## src/lz77te_pkg.sv

```systemverilog
// Shared types, sizes and address helpers for the LZ77 token encoder.
// Depends on nothing; imported by the RAM-backed core and its checker.
package lz77te_pkg;

	localparam int WinSize = 32;
	localparam int AddrW   = $clog2(WinSize);
	localparam int CntW    = $clog2(WinSize + 1);

	typedef logic [AddrW-1:0] pos_t;
	typedef logic [CntW-1:0]  cnt_t;

	typedef struct packed {
		logic [7:0] data_byte;
		logic       is_last;
	} byte_word_t;

	typedef struct packed {
		logic [5:0] distance;
		logic [5:0] match_length;
		logic [7:0] literal;
		logic       final_token;
	} token_word_t;

	typedef enum logic [3:0] {
		ST_IDLE,
		ST_FIND,
		ST_SCAN,
		ST_MISS,
		ST_HIT,
		ST_PREF,
		ST_WAIT,
		ST_EXT,
		ST_COPY_RD,
		ST_COPY_WR,
		ST_LIT
	} enc_state_t;

	localparam logic [AddrW:0] WinSizeX = (AddrW + 1)'(WinSize);
	localparam pos_t           LastPos  = pos_t'(WinSize - 1);
	localparam cnt_t           FullCnt  = cnt_t'(WinSize);

	// Window position (0 = newest) to physical RAM address.
	function automatic pos_t phys_addr(input pos_t head, input pos_t pos);
		logic [AddrW:0] d;
		d = {1'b0, head} - {1'b0, pos};
		if (d[AddrW]) begin
			d = d + WinSizeX;
		end
		return d[AddrW-1:0];
	endfunction

	function automatic pos_t next_head(input pos_t head);
		return (head == LastPos) ? '0 : pos_t'(head + 1'b1);
	endfunction

endpackage

```

## src/lz77te_ram.sv

```systemverilog
// Generic simple dual-port RAM: one write port, one read port, registered read data.
// No dependencies.
module lz77te_ram #(
	parameter int WIDTH = 8,
	parameter int DEPTH = 32
) (
	input  logic                     clk,
	input  logic                     we,
	input  logic [$clog2(DEPTH)-1:0] waddr,
	input  logic [WIDTH-1:0]         wdata,
	input  logic [$clog2(DEPTH)-1:0] raddr,
	output logic [WIDTH-1:0]         rdata
);

	logic [WIDTH-1:0] mem [DEPTH];

	always_ff @(posedge clk) begin
		if (we) begin
			mem[waddr] <= wdata;
		end
		rdata <= mem[raddr];
	end

endmodule

```

## src/lz77_token_encoder_core.sv

```systemverilog
// LZ77 token encoder: an accepted byte is searched for in the window, one filled position
// per step (up to 32), oldest first; the next byte is taken only in the idle or wait state.
// Each byte that extends a match passes the hit, prefetch (where the match can still grow),
// wait and extend states. Closing a token writes the matched bytes back, a read and a write
// each, then the literal. This order comes from the single read port of the RAM.
// arst_n low, and every final token, empty the window through its fill count.
module lz77_token_encoder_core (
	input  logic                     clk,
	input  logic                     arst_n,
	input  logic                     byte_valid,
	output logic                     byte_stall,
	input  lz77te_pkg::byte_word_t   byte_word,
	output logic                     token_valid,
	input  logic                     token_stall,
	output lz77te_pkg::token_word_t  token_word
);
	import lz77te_pkg::*;

	enc_state_t  state_q, state_d;
	pos_t        head_q;
	cnt_t        fill_q;
	logic [7:0]  b_q;
	logic        last_q;
	pos_t        pos_q;
	pos_t        start_q;
	cnt_t        cnt_q;
	cnt_t        left_q;
	logic [7:0]  expect_q;
	logic        can_ext_q;
	logic        out_valid_q;
	token_word_t out_q;

	logic        ram_we;
	pos_t        ram_waddr, ram_raddr;
	logic [7:0]  ram_wdata, ram_rdata;
	pos_t        rd_pos;

	logic        out_free, take, hit, push, wipe, scan_load, scan_step;
	logic        ext_inc, pref_load, expect_clr, copy_begin, copy_adv, emit;
	pos_t        hit_pos;
	token_word_t emit_word;

	logic [AddrW:0] dist_full;
	logic           ext_ok;
	pos_t           ext_pos;
	logic           ext_valid, src_ok;

	assign out_free  = !out_valid_q || !token_stall;
	assign dist_full = {1'b0, start_q} + 1'b1;
	assign ext_ok    = cnt_q <= cnt_t'(start_q);
	assign ext_pos   = start_q - pos_t'(cnt_q);
	assign ext_valid = cnt_t'(ext_pos) < fill_q;
	assign src_ok    = cnt_t'(start_q) < fill_q;

	assign ram_waddr = next_head(head_q);
	assign ram_raddr = phys_addr(head_q, rd_pos);

	lz77te_ram #(
		.WIDTH (8),
		.DEPTH (WinSize)
	) u_window (
		.clk   (clk),
		.we    (ram_we),
		.waddr (ram_waddr),
		.wdata (ram_wdata),
		.raddr (ram_raddr),
		.rdata (ram_rdata)
	);

	always_ff @(posedge clk or negedge arst_n) begin
		if (!arst_n) begin
			state_q <= ST_IDLE;
		end else begin
			state_q <= state_d;
		end
	end

	always_comb begin
		state_d    = state_q;
		ram_we     = 1'b0;
		ram_wdata  = b_q;
		rd_pos     = '0;
		take       = 1'b0;
		hit        = 1'b0;
		hit_pos    = '0;
		push       = 1'b0;
		wipe       = 1'b0;
		scan_load  = 1'b0;
		scan_step  = 1'b0;
		ext_inc    = 1'b0;
		pref_load  = 1'b0;
		expect_clr = 1'b0;
		copy_begin = 1'b0;
		copy_adv   = 1'b0;
		emit       = 1'b0;
		emit_word  = '0;
		case (state_q)
			ST_IDLE: begin
				if (byte_valid) begin
					take    = 1'b1;
					state_d = ST_FIND;
				end
			end
			ST_FIND: begin
				// unwritten positions read as zero, the oldest of them is the last one
				if (b_q == 8'd0 && fill_q != FullCnt) begin
					hit     = 1'b1;
					hit_pos = LastPos;
					state_d = ST_HIT;
				end else if (fill_q == '0) begin
					state_d = ST_MISS;
				end else begin
					rd_pos    = pos_t'(fill_q - 1'b1);
					scan_load = 1'b1;
					state_d   = ST_SCAN;
				end
			end
			ST_SCAN: begin
				if (ram_rdata == b_q) begin
					hit     = 1'b1;
					hit_pos = pos_q;
					state_d = ST_HIT;
				end else if (pos_q == '0) begin
					state_d = ST_MISS;
				end else begin
					rd_pos    = pos_q - 1'b1;
					scan_step = 1'b1;
				end
			end
			ST_MISS: begin
				if (out_free) begin
					emit      = 1'b1;
					emit_word = '{distance: 6'd0, match_length: 6'd0,
						literal: b_q, final_token: last_q};
					if (last_q) begin
						wipe = 1'b1;
					end else begin
						ram_we = 1'b1;
						push   = 1'b1;
					end
					state_d = ST_IDLE;
				end
			end
			ST_HIT: begin
				if (last_q) begin
					if (out_free) begin
						emit      = 1'b1;
						emit_word = '{distance: 6'(dist_full), match_length: 6'(cnt_q),
							literal: 8'd0, final_token: 1'b1};
						wipe      = 1'b1;
						state_d   = ST_IDLE;
					end
				end else if (ext_ok) begin
					rd_pos  = ext_pos;
					state_d = ST_PREF;
				end else begin
					expect_clr = 1'b1;
					state_d    = ST_WAIT;
				end
			end
			ST_PREF: begin
				pref_load = 1'b1;
				state_d   = ST_WAIT;
			end
			ST_WAIT: begin
				if (byte_valid) begin
					take    = 1'b1;
					state_d = ST_EXT;
				end
			end
			ST_EXT: begin
				if (can_ext_q && b_q == expect_q) begin
					ext_inc = 1'b1;
					state_d = ST_HIT;
				end else if (out_free) begin
					emit      = 1'b1;
					emit_word = '{distance: 6'(dist_full), match_length: 6'(cnt_q),
						literal: b_q, final_token: last_q};
					if (last_q) begin
						wipe    = 1'b1;
						state_d = ST_IDLE;
					end else begin
						copy_begin = 1'b1;
						state_d    = ST_COPY_RD;
					end
				end
			end
			ST_COPY_RD: begin
				// the next source byte always sits at the match start as the head advances
				rd_pos  = start_q;
				state_d = ST_COPY_WR;
			end
			ST_COPY_WR: begin
				ram_we    = 1'b1;
				ram_wdata = src_ok ? ram_rdata : 8'd0;
				push      = 1'b1;
				copy_adv  = 1'b1;
				state_d   = (left_q == cnt_t'(1)) ? ST_LIT : ST_COPY_RD;
			end
			ST_LIT: begin
				ram_we  = 1'b1;
				push    = 1'b1;
				state_d = ST_IDLE;
			end
			default: begin
				state_d = ST_IDLE;
			end
		endcase
	end

	// window bookkeeping and output register
	always_ff @(posedge clk or negedge arst_n) begin
		if (!arst_n) begin
			head_q      <= '0;
			fill_q      <= '0;
			out_valid_q <= 1'b0;
			can_ext_q   <= 1'b0;
		end else begin
			if (wipe) begin
				head_q <= '0;
				fill_q <= '0;
			end else if (push) begin
				head_q <= next_head(head_q);
				if (fill_q != FullCnt) begin
					fill_q <= fill_q + 1'b1;
				end
			end
			if (emit) begin
				out_valid_q <= 1'b1;
			end else if (!token_stall) begin
				out_valid_q <= 1'b0;
			end
			if (pref_load) begin
				can_ext_q <= 1'b1;
			end else if (expect_clr) begin
				can_ext_q <= 1'b0;
			end
		end
	end

	always_ff @(posedge clk) begin
		if (take) begin
			b_q    <= byte_word.data_byte;
			last_q <= byte_word.is_last;
		end
		if (scan_load || scan_step) begin
			pos_q <= rd_pos;
		end
		if (hit) begin
			start_q <= hit_pos;
			cnt_q   <= cnt_t'(1);
		end else if (ext_inc) begin
			cnt_q <= cnt_q + 1'b1;
		end
		if (pref_load) begin
			expect_q <= ext_valid ? ram_rdata : 8'd0;
		end
		if (copy_begin) begin
			left_q <= cnt_q;
		end else if (copy_adv) begin
			left_q <= left_q - 1'b1;
		end
		if (emit) begin
			out_q <= emit_word;
		end
	end

	assign byte_stall  = !(state_q == ST_IDLE || state_q == ST_WAIT);
	assign token_valid = out_valid_q;
	assign token_word  = out_q;

endmodule

```

## config.mk

```make
export PLATFORM = sky130hd
export DESIGN_NAME = lz77_token_encoder_core
export DESIGN_NICKNAME = d
export VERILOG_FILES = /design/src/lz77te_pkg.sv /design/src/lz77te_ram.sv /design/src/lz77_token_encoder_core.sv
export SDC_FILE = /design/constraint.sdc
export NUM_CORES = 1
export LEC_CHECK = 0
export ABC_AREA = 1
export BUFFER_PORTS_ARGS = -buffer_cell sky130_fd_sc_hd__buf_2
export CAP_MARGIN = 20
export CORE_MARGIN = 5
export CORE_UTILIZATION = 55
export CTS_BUF_LIST = sky130_fd_sc_hd__clkbuf_2
export DETAILED_ROUTE_END_ITERATION = 8
export GPL_TIMING_DRIVEN = 0
export PLACE_DENSITY = 0.74
export SYNTH_ARGS = -nofsm -noshare
export SYNTH_HDL_FRONTEND = slang
export SYNTH_SLANG_ARGS = --single-unit
```

## constraint.sdc

```tcl
create_clock -name clk -period 4.9 [get_ports clk]
set_clock_uncertainty 0.05 [all_clocks]
set_input_delay 0.98 -clock clk [delete_from_list [all_inputs] [get_ports clk]]
set_output_delay 0.98 -clock clk [all_outputs]
set_load 0.01 [all_outputs]
```

; ---- Word-level counts from Yosys, hierarchy flattened
; Memories as Yosys holds them, arrays and structs flattened. A register that Yosys moved wholly into a read port is not among the register bits.
; Cells that the tools add are included.
[word_totals]
reg_bits = 77
latch_bits = 0
ramBits = 256
rom_bits = 0
out_inout_bits = 23
mem_count = 1
[op_classes]
add_sub_neg = 10
n_mul = 0
n_div = 0
magnitude_cmp = 3
eq_ne = 20
shift = 0
mux = 78
bitwise = 0
n_reduce_logical = 20
[memory_table]
columns = name, depth, width, read_ports, rd_clocked_by_memory_dff, wr, line
row1 = u_window.mem, 32, 8, 1, 1, 1, lz77te_ram.sv:15  ; logic [WIDTH-1:0] mem [DEPTH];
[op_table]
columns = operator, count
row1 = $mux W21, 4
row2 = $pmux W21 S3, 1
row3 = $mux W5, 12
row4 = $pmux W4 S10, 1
row5 = $mux W4, 9
row6 = $mux W1, 34
row7 = $mux W6, 5
row8 = $pmux W5 S4, 1
row9 = $eq A4 B3 Y1 const B, 4
row10 = $eq A8 B8 Y1, 2
row11 = $mux W8, 2
row12 = $add A6 B1 Y6 const B, 2
row13 = $eq A4 B4 Y1 const B, 3
row14 = $lt A5 B6 Y1, 2
row15 = $add A5 B1 Y5 const B, 2
row16 = $pmux W5 S2, 1
row17 = $sub A5 B1 Y5 const B, 2
row18 = $mux W9, 1
row19 = $eq A4 B2 Y1 const B, 2
row20 = $logic_not A8 Y1, 1
row21 = $reduce_bool A2 Y1, 4
row22 = $add A5 B1 Y6 const B, 1
row23 = $eq A6 B1 Y1 const B, 1
row24 = $le A6 B5 Y1, 1
row25 = 22 further kinds, 33

; ---- Longest topological paths before layout
[logic_depth]
ltp_word = 7
ltp_mapped = 24

; ---- Cells and area by module
; A second synthesis with hierarchy kept.
[unflattened]
cells_unflattened = 1546
hier_area_um2 = 15879.0
[modules_own_cells]
columns = mod, n_inst, cells_per_inst, area_per_inst_um2, seq_area_each_um2
row1 = lz77te_ram, 1, 922, 10786.6, 7847.5
row2 = lz77_token_encoder_core, 1, 624, 5092.4, 2167.1

; ---- Least setup slack after synthesis
; Ideal clock, no wire load.
[synth_path]
path_kind = reg2reg
startpoint = register start_q[2]
endpoint = register u_window.rdata[5] (read register of u_window.mem)
arrival_ns = 3.271
setup_slack_ns = 1.520
stages_incl_launch_ff = 23
n_path_buf = 2
cell_sequence = edfxtp_1 inv_1 ha_1 nand2_1 nor2_1 o21ai_0 nand2_1 nand2_1 nand3_1 nor2_1 a211oi_1 inv_1 fa_1 buf_4 clkbuf_1 o21ai_0 o22ai_1 inv_1 o21ai_0 inv_1 o21ai_0 nand2_1 nand2_1
[synth_via]
elab_chain_len = 7
[synth_lines]
columns = item, line
row1 = from (decl), lz77_token_encoder_core.sv:25  ; pos_t start_q;
row2 = from (signal assigned), lz77_token_encoder_core.sv:250  ; start_q <= hit_pos;
row3 = $le A6 B5 Y1 *, lz77_token_encoder_core.sv:50  ; assign ext_ok = cnt_q <= cnt_t'(start_q);
row4 = $mux W5 *, lz77_token_encoder_core.sv:153  ; end else if (ext_ok) begin
row5 = $mux W5 *, lz77_token_encoder_core.sv:145  ; if (last_q) begin
row6 = $pmux W5 S4 *, lz77_token_encoder_core.sv:97  ; case (state_q)
row7 = net rd_pos[1], lz77_token_encoder_core.sv:36  ; pos_t rd_pos;
row8 = $sub A5 B5 Y6 *, lz77te_pkg.sv:45  ; d = {1'b0, head} - {1'b0, pos};
row9 = $add A5 B1 Y5, lz77te_pkg.sv:47  ; d = d + WinSizeX;
row10 = $mux W5 *, lz77te_pkg.sv:46  ; if (d[AddrW]) begin
row11 = to (decl), lz77te_ram.sv:12  ; output logic [WIDTH-1:0] rdata
; The timed path passes the listed nets; every way through them passes the cells marked *.
; A chain may end at the register's enable or synchronous reset.

; ---- Worst setup path after layout
[layout_path]
startpoint = register start_q[2]
endpoint = register u_window.rdata[3] (read register of u_window.mem)
; Same word-level chain as after synthesis.

==> results.toml <==
[status]
status = "finished, final reports clean"

[clock_tree]
clk_latency_ns = 0.94
cts_tree = "built"
cts_setup_buffers = 0
cts_root_buffer = "clkbuf_2"
path_clk_slew_ns = 0.11
clock_sinks = 341
h-tree-depth = 3
cts_buffers = 85
cts_buffer_depth = 3

[grt]
grt_pass1_wl_um = 58100
grt_overflow = 0
grt_util_all_layers = 0.238
grt_pass1_vias = 11200
grt_start_max_net_pins = 33
antenna_found_initial = 2

[setup_path]
critical_path.endpoint_type = "register"
critical_path_class = "reg2reg"
cp_top_family = "simple AND/OR/NAND/NOR gates"
critPathBufInv = 6
crit_chain = "inv_1 -> ha_1 -> nand2_1 -> nor2_1 -> o21ai_0 -> nand2_1 -> nand2_1 -> nand3_1 -> nor2_1 -> a211oi_1 -> inv_1 -> fa_1 -> buf_4 -> inv_2 -> buf_4 -> buf_2 -> o21ai_0 -> o22ai_1 -> nand2_1 -> o21ai_1 -> nand2_1 -> o21ai_0 -> nand3_1 -> nand2_1"
max_stage_delay_ns = 0.51
crit_slowest_cell = "edfxtp_1"
critPathRequiredTime_ns = 5.65
crit_top_cell = "nand2_1"
worst-path-stages = 24
r2r_cells = 24
ff2ff_setup_slack_ns = 0.28
r2r-end = "u_window.rdata[3]$_DFF_P_"
start_kind = "register"
crit_path_max_fanout = 10
crit_arrival_ns = 5.37
crit-reg2reg-launch = "start_q[2]$_DFFE_PP_"

[synthesis]
synth_area_sq_um = 15600
yosys_warnings = 0
synth_top_area_cell = "edfxtp_1"
syn_area_per_cell_sq_um = 10.5
yosys-top-cells-count = "edfxtp_1, nor2_1, o21ai_0"
synth_edf_count = 310
synth.top_cell.area_share = 0.598
ys_top_cells_by_area = "edfxtp_1, nor2_1, o21ai_0, nand2_1, inv_1"
synthArstFlopShare = 0.0499
synthDistinctLibCells = 47
synth_seq_cells = 341
synth_cells = 1486
synth.most_common_cell = "edfxtp_1"
synth_ff_type = "edfxtp_1"
synth_fp_nets = 1533
yosysSeqAreaShare = 0.643

[timing]
setup-violations-final = 0
slew_viol_final = 0
rsz0062_at_grt = "true"
hold_viol = 0
worstMarginPinSlew_ns = 0.996
layout_min_cycle_time_ns = 4.62
holdWs_ns = 0.201
fin_crit_sh = 0.943
relSlewSlack = 0.336
max_freq_mhz = 216

[worst_hold_path]
min-delay-start = "byte_word[0]"
min_to = "last_q$_DFFE_PP_"
hold-path-cell-count = 1
hold_path_class = "in2reg"

[die]
rows = 61
ios = 36
dieArea_sq_um = 31800
die_w_um = 178
die_h_um = 178
core_area_sq_um = 27900
initial_core_util = 0.559

[routing]
drcViolationCount = 0
firstDrtPassIters = 6
ant_nets = 0
viasPerCell = 5.52
vias = 11400
wl_per_cell_um = 18.2
wl_um = 37400
drt-initial-drc-count = 1040

[placed_design]
gp_congestion = 0.907
portBuffers = 35
dp.final_hpwl_um = 26000

[final_layout]
fin_nets = 1664
area_growth_pct = 10.9
drive_above_1_share = 0.152

[run]
max_cap_viol_count = 0
kinds of logic after synthesis:
| group | count (synthesis) | share of synthesized area |
|---|---|---|
| AO/OA/AOI/OAI | 294 | 0.0994 |
| XOR/XNOR | 30 | 0.0173 |
| adder cells (fa/ha/maj) | 34 | 0.0283 |
| buffers and inverters | 208 | 0.0555 |
| flip-flops | 341 | 0.643 |
| AND/OR/NAND/NOR | 579 | 0.157 |
flip-flops by register name, summed over array words and instances, names as in the netlist:
name            cells
pos_q               5
last_q              1
u_window.mem      256
expect_q            8
token_valid         1
start_q             5
fill_q              6
head_q              5
u_window.rdata      8
can_ext_q           1
cnt_q               6
token_word         21
left_q              6
state_q             4
b_q                 8
layer usage:
| layer | share of wire | track usage |
|---|---|---|
| met5 | 0 | 0.00160 |
| met4 | 0.044 | 0.115 |
| met3 | 0.076 | 0.0437 |
| met2 | 0.49 | 0.398 |
| met1 | 0.39 | 0.300 |
layout by cell type, fill, tap and decap left out, types with 5 or more instances in the layout:
cell | synthesis | layout
edfxtp_1 | 310 | 310
nor2_1 | 278 | 278
nand2_1 | 190 | 190
o21ai_0 | 192 | 183
inv_1 | 142 | 142
clkbuf_2 | 2 | 125
nand3_1 | 59 | 59
buf_2 | 19 | 54
o22ai_1 | 40 | 40
o21ai_1 | 31 | 32
ha_1 | 32 | 32
a21oi_1 | 23 | 23
clkinv_1 | 0 | 21
dfrtp_1 | 17 | 17
xor2_1 | 16 | 16
clkbuf_1 | 23 | 16
dfxtp_1 | 14 | 14
xnor2_1 | 13 | 13
nor3_1 | 12 | 12
nand4_1 | 11 | 11
buf_4 | 9 | 9
inv_2 | 9 | 9
clkinv_2 | 1 | 7
nand2_2 | 6 | 6
buf_16 | 0 | 6
nor2_2 | 5 | 5
o21ai_2 | 0 | 5
what timing repair did:
action	4_1_cts	5_1_grt
hold endpoints to repair	17	0
hold buffers	1	0
gates resized for setup	0	15
endpoints found under the setup margin	0	6
cell type report:
cell class              instances  area [sq um]
inverters                     152           572
clock inverters                33           180
plain buffers                  56           300
repair buffers                 44           385
well taps                     378           473
flip-flops and latches        341         10000
multi-input cells             937          4760
fillers                      2272         10600
clock buffers                 117           586
diodes                          2          5.00
per-stage QoR:
| stage | utilization | cells | setup WS, ns | TNS (ns) | cell area, sq um |
|---|---|---|---|---|---|
| 5_1_grt | 0.620 | 2060 | -0.0104 | -0.0104 | 17300 |
| 4_1_cts | 0.619 | 2058 | 0.308 | 0 | 17300 |
| 6_report | 0.620 | 2060 | 0.277 | 0 | 17300 |
| 2_1_floorplan | - | 1486 | 1.52 | 0 | 15600 |
| 3_5_place_dp | 0.592 | 1907 | 0.347 | 0 | 16500 |
| 3_3_place_gp | 0.582 | 1899 | -0.330 | -29.10 | 16200 |
worst max-delay path by stage:
stage               slack [ns]                    from                       endpoint
finish                    0.28    start_q[2]$_DFFE_PP_      u_window.rdata[3]$_DFF_P_
global route             -0.01    start_q[2]$_DFFE_PP_      u_window.rdata[5]$_DFF_P_
CTS                       0.31    start_q[2]$_DFFE_PP_      u_window.rdata[3]$_DFF_P_
detailed placement        0.35    start_q[2]$_DFFE_PP_      u_window.rdata[3]$_DFF_P_
global placement         -0.33  state_q[1]$_DFFE_PN0P_  u_window.mem[18][4]$_DFFE_PP_
floorplan                 1.52    start_q[2]$_DFFE_PP_      u_window.rdata[5]$_DFF_P_
Power is not shown: default switching activity piles up to over one toggle a cycle in this logic, so the estimate is an artifact.
